`config.mk`:
```
export PLATFORM = sky130hd
export DESIGN_NAME = ldr_lux_moving_average
export DESIGN_NICKNAME = d
export VERILOG_FILES = /design/src/rtl/ldrlux_pkg.sv /design/src/rtl/ldrlux_div.sv /design/src/rtl/ldrlux_front.sv /design/src/rtl/ldrlux_back.sv /design/src/rtl/ldr_lux_moving_average.sv
export SDC_FILE = /design/constraint.sdc
export NUM_CORES = 1
export LEC_CHECK = 0
export BUFFER_PORTS_ARGS = -buffer_cell sky130_fd_sc_hd__buf_2
export CORE_ASPECT_RATIO = 1.75
export CORE_UTILIZATION = 50
export DETAILED_ROUTE_END_ITERATION = 7
export PLACE_DENSITY = 0.66
export SLEW_MARGIN = 5
export SYNTH_ARGS = -nofsm -noshare
export SYNTH_HDL_FRONTEND = slang
export SYNTH_SLANG_ARGS = --single-unit
```
`constraint.sdc`:
```
create_clock -name clk -period 4.5 [get_ports clk]
set_input_delay 0.225 -clock clk [delete_from_list [all_inputs] [get_ports clk]]
set_output_delay 0.225 -clock clk [all_outputs]
set_load 0.01 [all_outputs]
```
`src/rtl/ldrlux_pkg.sv`:
```
`timescale 1ns / 1ps
// ----------------------------------------------------------------------------
// ldrlux_pkg
// Shared sizes, constants and types for the light sensor lux averager.
// ----------------------------------------------------------------------------
package ldrlux_pkg;

  // Field widths
  localparam int ADC_W = 10;
  localparam int LUX_W = 16;

  // Lux conversion: lux = LUX_SCALE * adc / (ADC_FULL - adc)
  localparam int LUX_SCALE = 50;
  localparam int ADC_FULL  = 1024;
  localparam int LUX_MAX   = 51150;

  // Averaging window; a power of two, so the mean is a shift of the sum
  localparam int NUM_SAMPLES = 8;
  localparam int PTR_W = (NUM_SAMPLES > 1) ? $clog2(NUM_SAMPLES) : 1;
  localparam int SUM_W = LUX_W + $clog2(NUM_SAMPLES);

  // Lux divider sizes: 16-bit quotient, divisor is 1024 - adc
  localparam int DIV_W = LUX_W;
  localparam int DSR_W = ADC_W;
  localparam int CNT_W = $clog2(DIV_W + 1);

  // Command queue between front and back
  localparam int QUEUE_DEPTH = 2;
  localparam int QPTR_W = (QUEUE_DEPTH > 1) ? $clog2(QUEUE_DEPTH) : 1;
  localparam int QCNT_W = $clog2(QUEUE_DEPTH + 1);

  // Classified command: fill flag plus prepared division operands
  typedef struct packed {
    logic             fill;
    logic [DIV_W-1:0] dividend;
    logic [DSR_W-1:0] divisor;
  } cmd_t;

  // Divider request and response
  typedef struct packed {
    logic             start;
    logic [DIV_W-1:0] dividend;
    logic [DSR_W-1:0] divisor;
  } div_req_t;

  typedef struct packed {
    logic             done;
    logic [DIV_W-1:0] quotient;
  } div_rsp_t;

  // Back-end sequencer states
  typedef enum logic [2:0] {
    ST_IDLE,
    ST_LUX,
    ST_UPDATE,
    ST_SEND
  } state_t;

endpackage

```
`src/rtl/ldrlux_div.sv`:
```
`timescale 1ns / 1ps
// ----------------------------------------------------------------------------
// ldrlux_div
// Restoring divider, one quotient bit per cycle, used for the lux
// conversion.
// ----------------------------------------------------------------------------
module ldrlux_div (
  input  logic                 clk,
  input  logic                 rst_n,
  input  ldrlux_pkg::div_req_t req,
  output ldrlux_pkg::div_rsp_t rsp
);
  import ldrlux_pkg::*;

  logic             busy_r, busy_nxt;
  logic             done_r, done_nxt;
  logic [CNT_W-1:0] cnt_r, cnt_nxt;
  logic [DIV_W-1:0] quo_r, quo_nxt;
  logic [DSR_W-1:0] rem_r, rem_nxt;
  logic [DSR_W-1:0] dsr_r, dsr_nxt;
  logic [DSR_W:0]   rem_sh;
  logic [DSR_W:0]   diff;

  // Shift in the next dividend bit and try a subtract
  always_comb begin
    rem_sh   = {rem_r, quo_r[DIV_W-1]};
    diff     = rem_sh - {1'b0, dsr_r};
    busy_nxt = busy_r;
    done_nxt = 1'b0;
    cnt_nxt  = cnt_r;
    quo_nxt  = quo_r;
    rem_nxt  = rem_r;
    dsr_nxt  = dsr_r;
    if (req.start) begin
      busy_nxt = 1'b1;
      cnt_nxt  = CNT_W'(DIV_W);
      quo_nxt  = req.dividend;
      rem_nxt  = '0;
      dsr_nxt  = req.divisor;
    end else if (busy_r) begin
      if (!diff[DSR_W]) begin
        rem_nxt = diff[DSR_W-1:0];
        quo_nxt = {quo_r[DIV_W-2:0], 1'b1};
      end else begin
        rem_nxt = rem_sh[DSR_W-1:0];
        quo_nxt = {quo_r[DIV_W-2:0], 1'b0};
      end
      cnt_nxt = cnt_r - 1'b1;
      if (cnt_r == CNT_W'(1)) begin
        busy_nxt = 1'b0;
        done_nxt = 1'b1;
      end
    end
  end

  // Control state
  always_ff @(posedge clk) begin
    if (!rst_n) begin
      busy_r <= 1'b0;
      done_r <= 1'b0;
      cnt_r  <= '0;
    end else begin
      busy_r <= busy_nxt;
      done_r <= done_nxt;
      cnt_r  <= cnt_nxt;
    end
  end

  // Datapath
  always_ff @(posedge clk) begin
    quo_r <= quo_nxt;
    rem_r <= rem_nxt;
    dsr_r <= dsr_nxt;
  end

  assign rsp.done     = done_r;
  assign rsp.quotient = quo_r;

endmodule

```
`src/rtl/ldrlux_front.sv`:
```
`timescale 1ns / 1ps
// ----------------------------------------------------------------------------
// ldrlux_front
// Accepts input words, prepares the lux division operands and queues the
// resulting commands for the back end.
// ----------------------------------------------------------------------------
module ldrlux_front (
  input  logic                         clk,
  input  logic                         rst_n,
  input  logic                         in_valid,
  output logic                         in_stall,
  input  logic                         in_kind,
  input  logic [ldrlux_pkg::ADC_W-1:0] in_adc_sample,
  output logic                         cmd_valid,
  output ldrlux_pkg::cmd_t             cmd,
  input  logic                         cmd_pop
);
  import ldrlux_pkg::*;

  cmd_t              queue_r [QUEUE_DEPTH];
  logic [QPTR_W-1:0] wr_ptr_r, wr_ptr_nxt;
  logic [QPTR_W-1:0] rd_ptr_r, rd_ptr_nxt;
  logic [QCNT_W-1:0] count_r, count_nxt;
  logic              push;
  logic              pop;
  cmd_t              new_cmd;
  logic [ADC_W:0]    den_full;

  // Classify: a zero reading divides zero by one
  always_comb begin
    den_full     = (ADC_W + 1)'(ADC_FULL) - (ADC_W + 1)'(in_adc_sample);
    new_cmd.fill = in_kind;
    if (in_adc_sample == '0) begin
      new_cmd.dividend = '0;
      new_cmd.divisor  = DSR_W'(1);
    end else begin
      new_cmd.dividend = DIV_W'(LUX_W'(LUX_SCALE) * LUX_W'(in_adc_sample));
      new_cmd.divisor  = DSR_W'(den_full[ADC_W-1:0]);
    end
  end

  assign in_stall  = (count_r == QCNT_W'(QUEUE_DEPTH));
  assign push      = in_valid && !in_stall;
  assign pop       = cmd_pop && cmd_valid;
  assign cmd_valid = (count_r != '0);
  assign cmd       = queue_r[rd_ptr_r];

  // Advance pointers and occupancy
  always_comb begin
    wr_ptr_nxt = wr_ptr_r;
    rd_ptr_nxt = rd_ptr_r;
    count_nxt  = count_r;
    if (push) begin
      wr_ptr_nxt = (wr_ptr_r == QPTR_W'(QUEUE_DEPTH - 1)) ? '0 : wr_ptr_r + 1'b1;
    end
    if (pop) begin
      rd_ptr_nxt = (rd_ptr_r == QPTR_W'(QUEUE_DEPTH - 1)) ? '0 : rd_ptr_r + 1'b1;
    end
    case ({push, pop})
      2'b10:   count_nxt = count_r + 1'b1;
      2'b01:   count_nxt = count_r - 1'b1;
      default: count_nxt = count_r;
    endcase
  end

  always_ff @(posedge clk) begin
    if (!rst_n) begin
      wr_ptr_r <= '0;
      rd_ptr_r <= '0;
      count_r  <= '0;
    end else begin
      wr_ptr_r <= wr_ptr_nxt;
      rd_ptr_r <= rd_ptr_nxt;
      count_r  <= count_nxt;
    end
  end

  // Store the classified word
  always_ff @(posedge clk) begin
    if (push) begin
      queue_r[wr_ptr_r] <= new_cmd;
    end
  end

  // Occupancy never passes the queue depth
  assert property (@(posedge clk) disable iff (!rst_n)
    count_r <= QCNT_W'(QUEUE_DEPTH))
    else $error("command queue overfilled");

endmodule

```
`src/rtl/ldrlux_back.sv`:
```
`timescale 1ns / 1ps
// ----------------------------------------------------------------------------
// ldrlux_back
// Runs each queued command: lux division, ring update with the mean taken
// as a shift of the window sum, and delivery through the output register.
// ----------------------------------------------------------------------------
module ldrlux_back (
  input  logic                         clk,
  input  logic                         rst_n,
  input  logic                         cmd_valid,
  input  ldrlux_pkg::cmd_t             cmd,
  output logic                         cmd_pop,
  output logic                         out_valid,
  input  logic                         out_stall,
  output logic [ldrlux_pkg::LUX_W-1:0] out_smoothed_lux
);
  import ldrlux_pkg::*;

  state_t             state_r, state_nxt;
  cmd_t               cmd_r;
  logic [LUX_W-1:0]   lux_r;
  logic [LUX_W-1:0]   mean_r;
  logic [SUM_W-1:0]   sum_r, sum_nxt;
  logic [PTR_W-1:0]   pos_r, pos_nxt;
  logic [NUM_SAMPLES-1:0] valid_r, valid_nxt;
  logic [LUX_W-1:0]   fill_r, fill_nxt;
  logic [LUX_W-1:0]   ring_mem [NUM_SAMPLES];
  logic [LUX_W-1:0]   rd_data_r;
  logic [LUX_W-1:0]   old_lux;
  logic               ring_we;
  logic               out_valid_r;
  logic [LUX_W-1:0]   out_data_r;
  logic               lux_ld;
  logic               upd_en;
  logic               mean_ld;
  logic               out_ld;
  logic               out_free;
  div_req_t           div_req;
  div_rsp_t           div_rsp;

  ldrlux_div u_div (
    .clk   (clk),
    .rst_n (rst_n),
    .req   (div_req),
    .rsp   (div_rsp)
  );

  assign out_free = !out_valid_r || !out_stall;

  // Next state
  always_comb begin
    state_nxt = state_r;
    case (state_r)
      ST_IDLE:   if (cmd_valid) state_nxt = ST_LUX;
      ST_LUX:    if (div_rsp.done) state_nxt = ST_UPDATE;
      ST_UPDATE: state_nxt = ST_SEND;
      ST_SEND:   if (out_free) state_nxt = ST_IDLE;
      default:   state_nxt = ST_IDLE;
    endcase
  end

  // Sequencer outputs
  always_comb begin
    cmd_pop          = 1'b0;
    lux_ld           = 1'b0;
    upd_en           = 1'b0;
    mean_ld          = 1'b0;
    out_ld           = 1'b0;
    div_req.start    = 1'b0;
    div_req.dividend = cmd.dividend;
    div_req.divisor  = cmd.divisor;
    case (state_r)
      ST_IDLE: begin
        cmd_pop       = cmd_valid;
        div_req.start = cmd_valid;
      end
      ST_LUX: lux_ld = div_rsp.done;
      ST_UPDATE: begin
        upd_en  = 1'b1;
        mean_ld = 1'b1;
      end
      ST_SEND: out_ld = out_free;
      default: cmd_pop = 1'b0;
    endcase
  end

  // Ring update: replace one slot or fill them all
  always_comb begin
    old_lux   = valid_r[pos_r] ? rd_data_r : fill_r;
    sum_nxt   = sum_r;
    pos_nxt   = pos_r;
    valid_nxt = valid_r;
    fill_nxt  = fill_r;
    ring_we   = 1'b0;
    if (upd_en) begin
      if (cmd_r.fill) begin
        sum_nxt   = SUM_W'(lux_r) * SUM_W'(NUM_SAMPLES);
        valid_nxt = '0;
        fill_nxt  = lux_r;
      end else begin
        sum_nxt          = sum_r - SUM_W'(old_lux) + SUM_W'(lux_r);
        valid_nxt[pos_r] = 1'b1;
        ring_we          = 1'b1;
        pos_nxt = (pos_r == PTR_W'(NUM_SAMPLES - 1)) ? '0 : pos_r + 1'b1;
      end
    end
  end

  // Control state
  always_ff @(posedge clk) begin
    if (!rst_n) begin
      state_r     <= ST_IDLE;
      sum_r       <= '0;
      pos_r       <= '0;
      valid_r     <= '0;
      fill_r      <= '0;
      out_valid_r <= 1'b0;
    end else begin
      state_r <= state_nxt;
      sum_r   <= sum_nxt;
      pos_r   <= pos_nxt;
      valid_r <= valid_nxt;
      fill_r  <= fill_nxt;
      if (out_ld) begin
        out_valid_r <= 1'b1;
      end else if (!out_stall) begin
        out_valid_r <= 1'b0;
      end
    end
  end

  // Hold payload; the truncated mean is the new sum shifted by the ring size
  always_ff @(posedge clk) begin
    if (cmd_pop) cmd_r <= cmd;
    if (lux_ld) lux_r <= div_rsp.quotient[LUX_W-1:0];
    if (mean_ld) mean_r <= LUX_W'(sum_nxt / SUM_W'(NUM_SAMPLES));
    if (out_ld) out_data_r <= mean_r;
  end

  // Ring storage, registered read at the write slot
  always_ff @(posedge clk) begin
    if (ring_we) ring_mem[pos_r] <= lux_r;
    rd_data_r <= ring_mem[pos_r];
  end

  assign out_valid        = out_valid_r;
  assign out_smoothed_lux = out_data_r;

  // Divider only answers while the sequencer waits for it
  assert property (@(posedge clk) disable iff (!rst_n)
    div_rsp.done |-> (state_r == ST_LUX))
    else $error("divider result outside a wait state");

  // Window sum stays within a full ring of full-scale values
  assert property (@(posedge clk) disable iff (!rst_n)
    sum_r <= SUM_W'(NUM_SAMPLES * LUX_MAX))
    else $error("window sum out of range");

  // Slot pointer stays inside the ring
  assert property (@(posedge clk) disable iff (!rst_n)
    pos_r <= PTR_W'(NUM_SAMPLES - 1))
    else $error("ring pointer out of range");

  // A delivered mean shows up on the output next cycle
  assert property (@(posedge clk) disable iff (!rst_n)
    out_ld |=> (out_valid_r && out_smoothed_lux == $past(mean_r)))
    else $error("result not presented after load");

  // Fast fill leaves no slot marked as individually written
  assert property (@(posedge clk) disable iff (!rst_n)
    (upd_en && cmd_r.fill) |=> (valid_r == '0 && fill_r == $past(lux_r)))
    else $error("fast fill did not reset the ring");

endmodule

```
`src/rtl/ldr_lux_moving_average.sv`:
```
`timescale 1ns / 1ps
// ----------------------------------------------------------------------------
// ldr_lux_moving_average
// Light sensor reading to lux conversion with a moving-average window.
// ----------------------------------------------------------------------------
// Each word carries a 10-bit converter reading and a kind bit. The reading
// becomes lux = floor(50*adc/(1024-adc)), zero for a zero reading; kind 0
// writes it into the next ring slot, kind 1 writes it into every slot. Each
// word yields one word: the truncated mean of the eight-slot ring. The back
// end works on one word at a time and pops the next only after the mean of
// the last is loaded into the result register, which waits while the
// output is stalled. The lux quotient comes from a bit-serial divider; the
// mean is a shift of the running window sum. A two-word queue takes input
// while the back end is busy, and the result register holds a mean while
// the next word is accepted. After reset the ring reads as zero; no
// clearing pass is needed.
// ----------------------------------------------------------------------------
module ldr_lux_moving_average (
  input  logic                         clk,
  input  logic                         rst_n,
  input  logic                         in_valid,
  output logic                         in_stall,
  input  logic                         in_kind,
  input  logic [ldrlux_pkg::ADC_W-1:0] in_adc_sample,
  output logic                         out_valid,
  input  logic                         out_stall,
  output logic [ldrlux_pkg::LUX_W-1:0] out_smoothed_lux
);
  import ldrlux_pkg::*;

  logic cmd_valid;
  cmd_t cmd;
  logic cmd_pop;

  // Accept and classify
  ldrlux_front u_front (
    .clk           (clk),
    .rst_n         (rst_n),
    .in_valid      (in_valid),
    .in_stall      (in_stall),
    .in_kind       (in_kind),
    .in_adc_sample (in_adc_sample),
    .cmd_valid     (cmd_valid),
    .cmd           (cmd),
    .cmd_pop       (cmd_pop)
  );

  // Convert, average and deliver
  ldrlux_back u_back (
    .clk              (clk),
    .rst_n            (rst_n),
    .cmd_valid        (cmd_valid),
    .cmd              (cmd),
    .cmd_pop          (cmd_pop),
    .out_valid        (out_valid),
    .out_stall        (out_stall),
    .out_smoothed_lux (out_smoothed_lux)
  );

endmodule
```
======== Yosys cells after proc, flatten, opt, wreduce, memory -nomap -nowiden ========
Memories as Yosys holds them, arrays and structs flattened. A register that Yosys moved wholly into a read port is not among the register bits.
Cells that the tools add are included.
storage, ports and cells
  flip-flop bits (word level) ............. 146
  RAM bits ................................ 182
  input bits .............................. 15
  output and inout port bits .............. 18
  logic and storage cells ................. 110
  memories ................................ 2
memory list
  name             words  bits a word  rd ports  clocked after Yosys merged registers in  wr ports  line                text
  u_back.ring_mem  8      16           1         1                                        1         ldrlux_back.sv:27   logic [LUX_W-1:0] ring_mem [NUM_SAMPLES];
  u_front.queue_r  2      27           1         1                                        1         ldrlux_front.sv:20  cmd_t queue_r [QUEUE_DEPTH];
operators by class
  add/sub/neg operators ................... 10
  multipliers ............................. 1
  magnitude comparators ................... 2
  equality and inequality tests ........... 12
  multiplexer cells ....................... 41
  bitwise gates (word level) .............. 4
  reductions and logical operators ........ 17
operators with widths
  kind                                                         count
  2-to-1 mux 16 bit                                            3
  2-to-1 mux 19 bit                                            2
  2-to-1 mux 26 bit                                            1
  2-to-1 mux 1 bit                                             23
  adder 19 x 16 -> 19 bit                                      1
  subtractor 19 x 16 -> 19 bit                                 1
  multiplier 5 x 10 -> 15 bit (first input constant)           1
  2-to-1 mux 3 bit                                             4
  case mux 3 bit (4 select lines)                              1
  subtractor 11 x 10 -> 11 bit                                 1
  logical NOT 10 bit                                           1
  2-to-1 mux 10 bit                                            1
  2-to-1 mux 5 bit                                             2
  subtractor 1 x 10 -> 10 bit (first input constant)           1
  2-to-1 mux 8 bit                                             1
  bitwise OR 8 bit                                             1
  equality test 3 x 2 -> 1 bit (second input constant)         2
  inequality test 2 x 1 -> 1 bit (second input constant)       3
  nonzero test 2 bit                                           3
  equality test 5 x 1 -> 1 bit (second input constant)         1
  subtractor 5 x 1 -> 5 bit (second input constant)            1
  equality test 2 bit (second input constant)                  2
  less-than comparator 3 x 4 -> 1 bit (second input constant)  1
  case mux 2 bit (2 select lines)                              1
  other kinds (20)                                             28

======== Longest topological paths before layout ========
  depth in word-level cells ............... 7
  gate-level depth with buffers ........... 17
  depth with buffers taken out ............ 16

======== By module ========
From an unflattened synthesis, not the netlist that was laid out.
second synthesis, totals
  cell total of the unflattened synthesis .. 1237
  area total of the unflattened synthesis .. 15947.8 µm²
by module, submodules not included
  module        times used  cells each  area each (µm²)  sequential area each (µm²)
  ldrlux_back   1           769         10307.4          6616.3
  ldrlux_front  1           268         3393.3           1661.6
  ldrlux_div    1           200         2247.2           1121.1

======== Worst setup path before layout ========
Ideal clock, no wire load.
  path kind ............................... reg-to-reg
  start point ............................. reg u_back.pos_r[1]
  end point ............................... reg u_back.mean_r[13], data pin
  setup time .............................. 0.259 ns
  data arrival time ....................... 3.741 ns
  required time ........................... 4.241 ns
  setup slack ............................. 0.500 ns
  stages on the path, launching flop included .. 14
  buffers on the path ..................... 2
  clock period less this slack ............ 4.000 ns
  cell sequence ........................... dfxtp_1 > mux4_2 > a221o_1 > buf_4 > buf_6 > mux2i_1 > fa_1 > fa_1 > a21oi_1 > o21ai_1 > o2111a_1 > o211ai_1 > mux2i_1 > o31a_1
on the way
  word-level cells in the longest chain between the ends .. 7
ends and longest elaborated chain
  item                                    line                text
  start: declaration                      ldrlux_back.sv:24   logic [PTR_W-1:0] pos_r, pos_nxt;
  start signal: assignment                ldrlux_back.sv:121  pos_r <= pos_nxt;
  binary-select mux 1 bit (select 3 bit)  ldrlux_back.sv:89   old_lux = valid_r[pos_r] ? rd_data_r : fill_r;
  2-to-1 mux 1 bit (implied by the code)  ldrlux_back.sv:89
  2-to-1 mux 16 bit                       ldrlux_back.sv:89
  subtractor 19 x 16 -> 19 bit            ldrlux_back.sv:101  sum_nxt = sum_r - SUM_W'(old_lux) + SUM_W'(lux_r);
  adder 19 x 16 -> 19 bit                 ldrlux_back.sv:101
  2-to-1 mux 19 bit                       ldrlux_back.sv:96   if (cmd_r.fill) begin
  2-to-1 mux 19 bit                       ldrlux_back.sv:95   if (upd_en) begin
  named net u_back.sum_nxt[16]            ldrlux_back.sv:23   logic [SUM_W-1:0] sum_r, sum_nxt;
  end signal: assignment                  ldrlux_back.sv:136  if (mean_ld) mean_r <= LUX_W'(sum_nxt / SUM_W'(NUM_SAMPLES));
  end: declaration                        ldrlux_back.sv:22   logic [LUX_W-1:0] mean_r;
The timed path passes the listed nets, and every way through them passes these cells. The select of a mux whose other input is x is not followed.
A chain may end at the register's enable or synchronous reset.

======== Worst setup path in the final report ========
  start point ............................. reg u_back.pos_r[1]
  end point ............................... reg u_back.mean_r[15], data pin
Same word-level chain as after synthesis.

==> results by stage <==
Setup path:
- STA classifies the critical path endpoint as a register.
- The critical path contains buffers and inverters numbering 2 combined.
- The worst register-to-register path has a setup slack of 250 ps.
- Along the worst path, the maximum fanout reaches 16.
- At the worst endpoint, the required time is 4810 ps.
- The largest stage delay on the critical path is 500 ps.
- The highest-delay cell along the critical path is sky130_fd_sc_hd__mux4_2.
- The critical path class is reg2reg.
- In this design, the critical path's most frequently occurring cell is sky130_fd_sc_hd__ha_1.
- Data arrives at the worst endpoint at 4560 ps.
- Walking the worst path, the cells encountered are mux4_2 -> a221o_1 -> buf_12 -> mux2_2 -> ha_1 -> inv_1 -> ha_1 -> fa_1 -> a21oi_2 -> o21ai_1 -> o2111a_1 -> o211ai_1 -> mux2i_1 -> nor2_1.
- The type of element launching the critical path is a register.
- The cell class contributing the biggest share of worst-path delay is compound AO/OA/AOI/OAI gates.

STA:
- Across the routed clock network, the largest skew measured is 16.5 ps.
- At the pin with the least slew margin, the transition time is 1090 ps.
- The number of setup violations in the final report is 0.
- The shortest period the worst path allows is 4250 ps.
- The max-slew headroom at the worst pin is 26.6%.
- The maximum clock rate is 235 MHz.
- Setup repair after global routing left no endpoint under its margin.
- The final cycle utilization of the critical path is 94.4%.
- The number of hold-slack violations in the final timing report is 0.
- The final number of max-transition violations is 0.
- The summed negative setup slack over all endpoints is 0 ps.

Synth:
- The share of synthesized cell area in and, or, nand and nor gates is 9.37%.
- After synthesis, the largest family of logic cells by area is compound AO/OA/AOI/OAI gates.
- The most used flip-flop cell after synthesis is sky130_fd_sc_hd__edfxtp_1.
- Yosys mapped the design onto 71 distinct sky130hd cell types.
- The adder-cell share of the synthesized area is 9.52%.
- Summing the areas of all compound-gate instances in the mapped netlist gives 11.3% of the synthesized area.
- Synthesis produced a netlist with a net count of 1323.
- In the synthesized netlist, the number of instances is 1204.
- Sequential elements use 61.0% of the synthesized area.
- The number of flops mapped to enable cells by yosys is 255.
- In the synthesized netlist the async set-or-reset flop fraction comes to 0%.
- Of all cell types, the one taking the most synthesized area is sky130_fd_sc_hd__edfxtp_1.
- Sorting the synthesized cells by area gives the leading types as sky130_fd_sc_hd__edfxtp_1, sky130_fd_sc_hd__dfxtp_1, sky130_fd_sc_hd__ha_1.
- The fraction of post-synthesis cell area in the top cell type by area is 49.7%.
- The synthesized area per cell is 12.8 um^2.
- The share of cell area taken by muxes after synthesis is 3.79%.
- The post-synthesis instance area is 15400 um^2.
- The number of synthesized register bits is 342.
- The total number of yosys warnings is 0.
- The xor and xnor fraction of the mapped netlist area is 1.93%.

Clocking:
- The clock latency on the worst-skew pair is 560 ps.
- The number of buffers created by CTS is 29.
- After clock tree synthesis, the clock-pin slew on the worst setup and hold paths is 70 ps.
- CTS built an H-tree with a depth of 1.
- The maximum root-to-sink buffer count is 3.
- The count of clock tree sinks is 342.
- Once the clock tree was built, the setup fixing pass inserted 0 buffers.
- Clock tree synthesis selected as its root buffer the cell sky130_fd_sc_hd__clkbuf_16.
- The CTS tree is built.

Status:
- The flow ran to the end, and the final reports show no timing, DRC or antenna violations.

GRT:
- The via count of the first global-routing pass was 9632.
- The first global-routing pass estimated 49500 um of wire.
- The global route total overflow is 0.
- The initial antenna violation count is 0.
- Entering global routing, the biggest net connects 52 pins.
- The global routing usage summed across all routing layers is 20.5%.

Place:
- The post-DP HPWL is 21700 um.
- The congestion estimate from routability-driven global placement came to 0.827.
- In this run the tool buffered the top-level ports with 32 buffer cells.

Floorplan:
- The area of the placeable core is 30200 um^2.
- The number of primary I/O pins is 33.
- The number of rows created at floorplan is 84.
- The die covers 31500 um^2.
- The width of the die is 135 um.
- The effective utilization at floorplan is 51.1%.
- The floorplan step set the die height to 234 um.

Cells and area:
- The library cell used most frequently in the layout, excluding fill and tap cells, is sky130_fd_sc_hd__edfxtp_1.
- The number of nets in the finished design is 1363.
- Cells with a size suffix above 1 make up 11.6% of the layout.
- From synthesis to final layout, the design area changed by 10.9%.
- The diode insertion count for antenna repair is 0.
- The filler cell count is 2443.
- In the layout the commonest cells are sky130_fd_sc_hd__edfxtp_1, sky130_fd_sc_hd__dfxtp_1, sky130_fd_sc_hd__nand2_1, sky130_fd_sc_hd__ha_1, sky130_fd_sc_hd__nor2_1.
- For this run, the share of the core covered by cells in the final layout is 56.6%.

Drt:
- The initial DRC count is 482.
- Before antenna repair, the detailed router went through 5 iterations.
- Dividing the detail-routed wire length by the instance count gives 18.8 um.
- The via-per-instance ratio is 5.66.
- The total DRC errors in the routed layout is 0.
- The count of nets left with antenna violations once routing finished came out at 0.
- The final layout contains routed wiring with a total length of 31000 um.
- Detailed routing inserted a total of 9352 vias.

Power:
- The worst ir drop on vdd is 369 uV.
- The standby leakage power is 6.35 nW.
- The power density relative to cell area is 589 nW/um^2.

Min path:
- The class of the worst hold path is in2reg.

Run:
- The number of max-cap violations is 0.
[final timing paths]
kind                                        from                         end  depth (start not counted)
worst max register to register   u_back.pos_r[1]           u_back.mean_r[15]                         14
worst max-delay path             u_back.pos_r[1]           u_back.mean_r[15]                         14
worst min-delay path            in_adc_sample[0]       u_front.queue_r[1][0]                          2
worst min register to register  u_back.mean_r[1]  u_back.out_smoothed_lux[1]                          0
[cell families after synthesis]
kind of cell	count (synthesis)
and+or+nand+nor	296
DFF	342
xor gates and xnor gates	34
AOI/OAI and AO/OA	258
muxes	55
adders and majority gates	104
buffers and inverters	115
[sequential cells by signal, indices dropped and copies added, names as in the netlist, 2 cells and up, named ones only]
signal	count
u_back.u_div.cnt_r	5
u_back.state_r	2
u_back.mean_r	16
u_front.count_r	2
u_back.lux_r	16
u_back.pos_r	3
u_back.sum_r	19
u_back.out_smoothed_lux	16
u_back.u_div.rem_r	10
u_back.u_div.quo_r	16
u_back.rd_data_r	16
u_back.fill_r	16
u_back.u_div.dsr_r	10
u_back.valid_r	8
u_front.queue_r	52
u_back.ring_mem	128
[cell type report]
| cell class | instances | area (um^2) | share of cell area, % |
|---|---|---|---|
| Clock inverter | 20 | 214 | 1.25 |
| Clock buffer | 33 | 793 | 4.64 |
| Sequential cell | 342 | 9400 | 55.0 |
| Inverter | 65 | 244 | 1.43 |
| Timing Repair Buffer | 59 | 380 | 2.23 |
| Tap cell | 387 | 484 | 2.83 |
| Multi-Input combinational cell | 747 | 5570 | 32.6 |
[power breakdown]
group / internal (W) / switching (W) / leakage (nW)
sequential: 0.00406 / 0.000282 / 3.05
clock: 0.00150 / 0.00111 / 0.494
combinational: 0.00124 / 0.00187 / 2.81
[through the flow]
stage               worst slack, ps  total power, W  area [um^2]  cells  hold slack (ps)
finish                          251          0.0101        17100   1653             77.6
global route                   55.7          0.0107        17100   1653             64.3
CTS                             204          0.0101        17100   1653             56.7
detailed placement              214         0.00751        16100   1598              406
global placement                270         0.00743        16100   1598              401
floorplan                       500         0.00674        15400   1204              324
[Yosys cell counts (4+ instances only)]
cell,n
sky130_fd_sc_hd__edfxtp_1,255
sky130_fd_sc_hd__dfxtp_1,87
sky130_fd_sc_hd__nand2_1,83
sky130_fd_sc_hd__ha_1,82
sky130_fd_sc_hd__nor2_1,73
sky130_fd_sc_hd__a22oi_1,70
sky130_fd_sc_hd__inv_1,64
sky130_fd_sc_hd__a21oi_1,62
sky130_fd_sc_hd__mux2i_1,40
sky130_fd_sc_hd__o21ai_0,38
sky130_fd_sc_hd__clkbuf_1,36
sky130_fd_sc_hd__nand3_1,28
sky130_fd_sc_hd__fa_1,22
sky130_fd_sc_hd__nor3_1,20
sky130_fd_sc_hd__nand4_1,19
sky130_fd_sc_hd__xnor2_1,19
sky130_fd_sc_hd__and2_1,15
sky130_fd_sc_hd__xor2_1,15
sky130_fd_sc_hd__nor2b_1,14
sky130_fd_sc_hd__a31oi_1,13
sky130_fd_sc_hd__mux2_2,13
sky130_fd_sc_hd__o211ai_1,11
sky130_fd_sc_hd__a21o_1,10
sky130_fd_sc_hd__and3_1,10
sky130_fd_sc_hd__o2111ai_1,10
sky130_fd_sc_hd__nand2b_1,6
sky130_fd_sc_hd__or3_1,6
sky130_fd_sc_hd__buf_1,5
sky130_fd_sc_hd__buf_2,5
sky130_fd_sc_hd__o21a_1,5
sky130_fd_sc_hd__a21boi_0,4
sky130_fd_sc_hd__o221ai_1,4
[repair_timing]
action                                 in CTS  in global routing
hold buffers                                2                  0
setup endpoints to repair                   0                  3
endpoints found under the hold margin       3                  0
resized for setup                           0                  1
[metal layers]
| metal | GRT usage, % | wire length [um] | up-vias |
|---|---|---|---|
| met4 | 9.66 | 1180 | 0 |
| met3 | 2.57 | 1120 | 66 |
| met5 | 0 | 0 | - |
| met1 | 21.1 | 11500 | 4565 |
| li1 | - | - | 4548 |
| met2 | 40.2 | 17200 | 173 |
(Power assumes the default switching activity.)
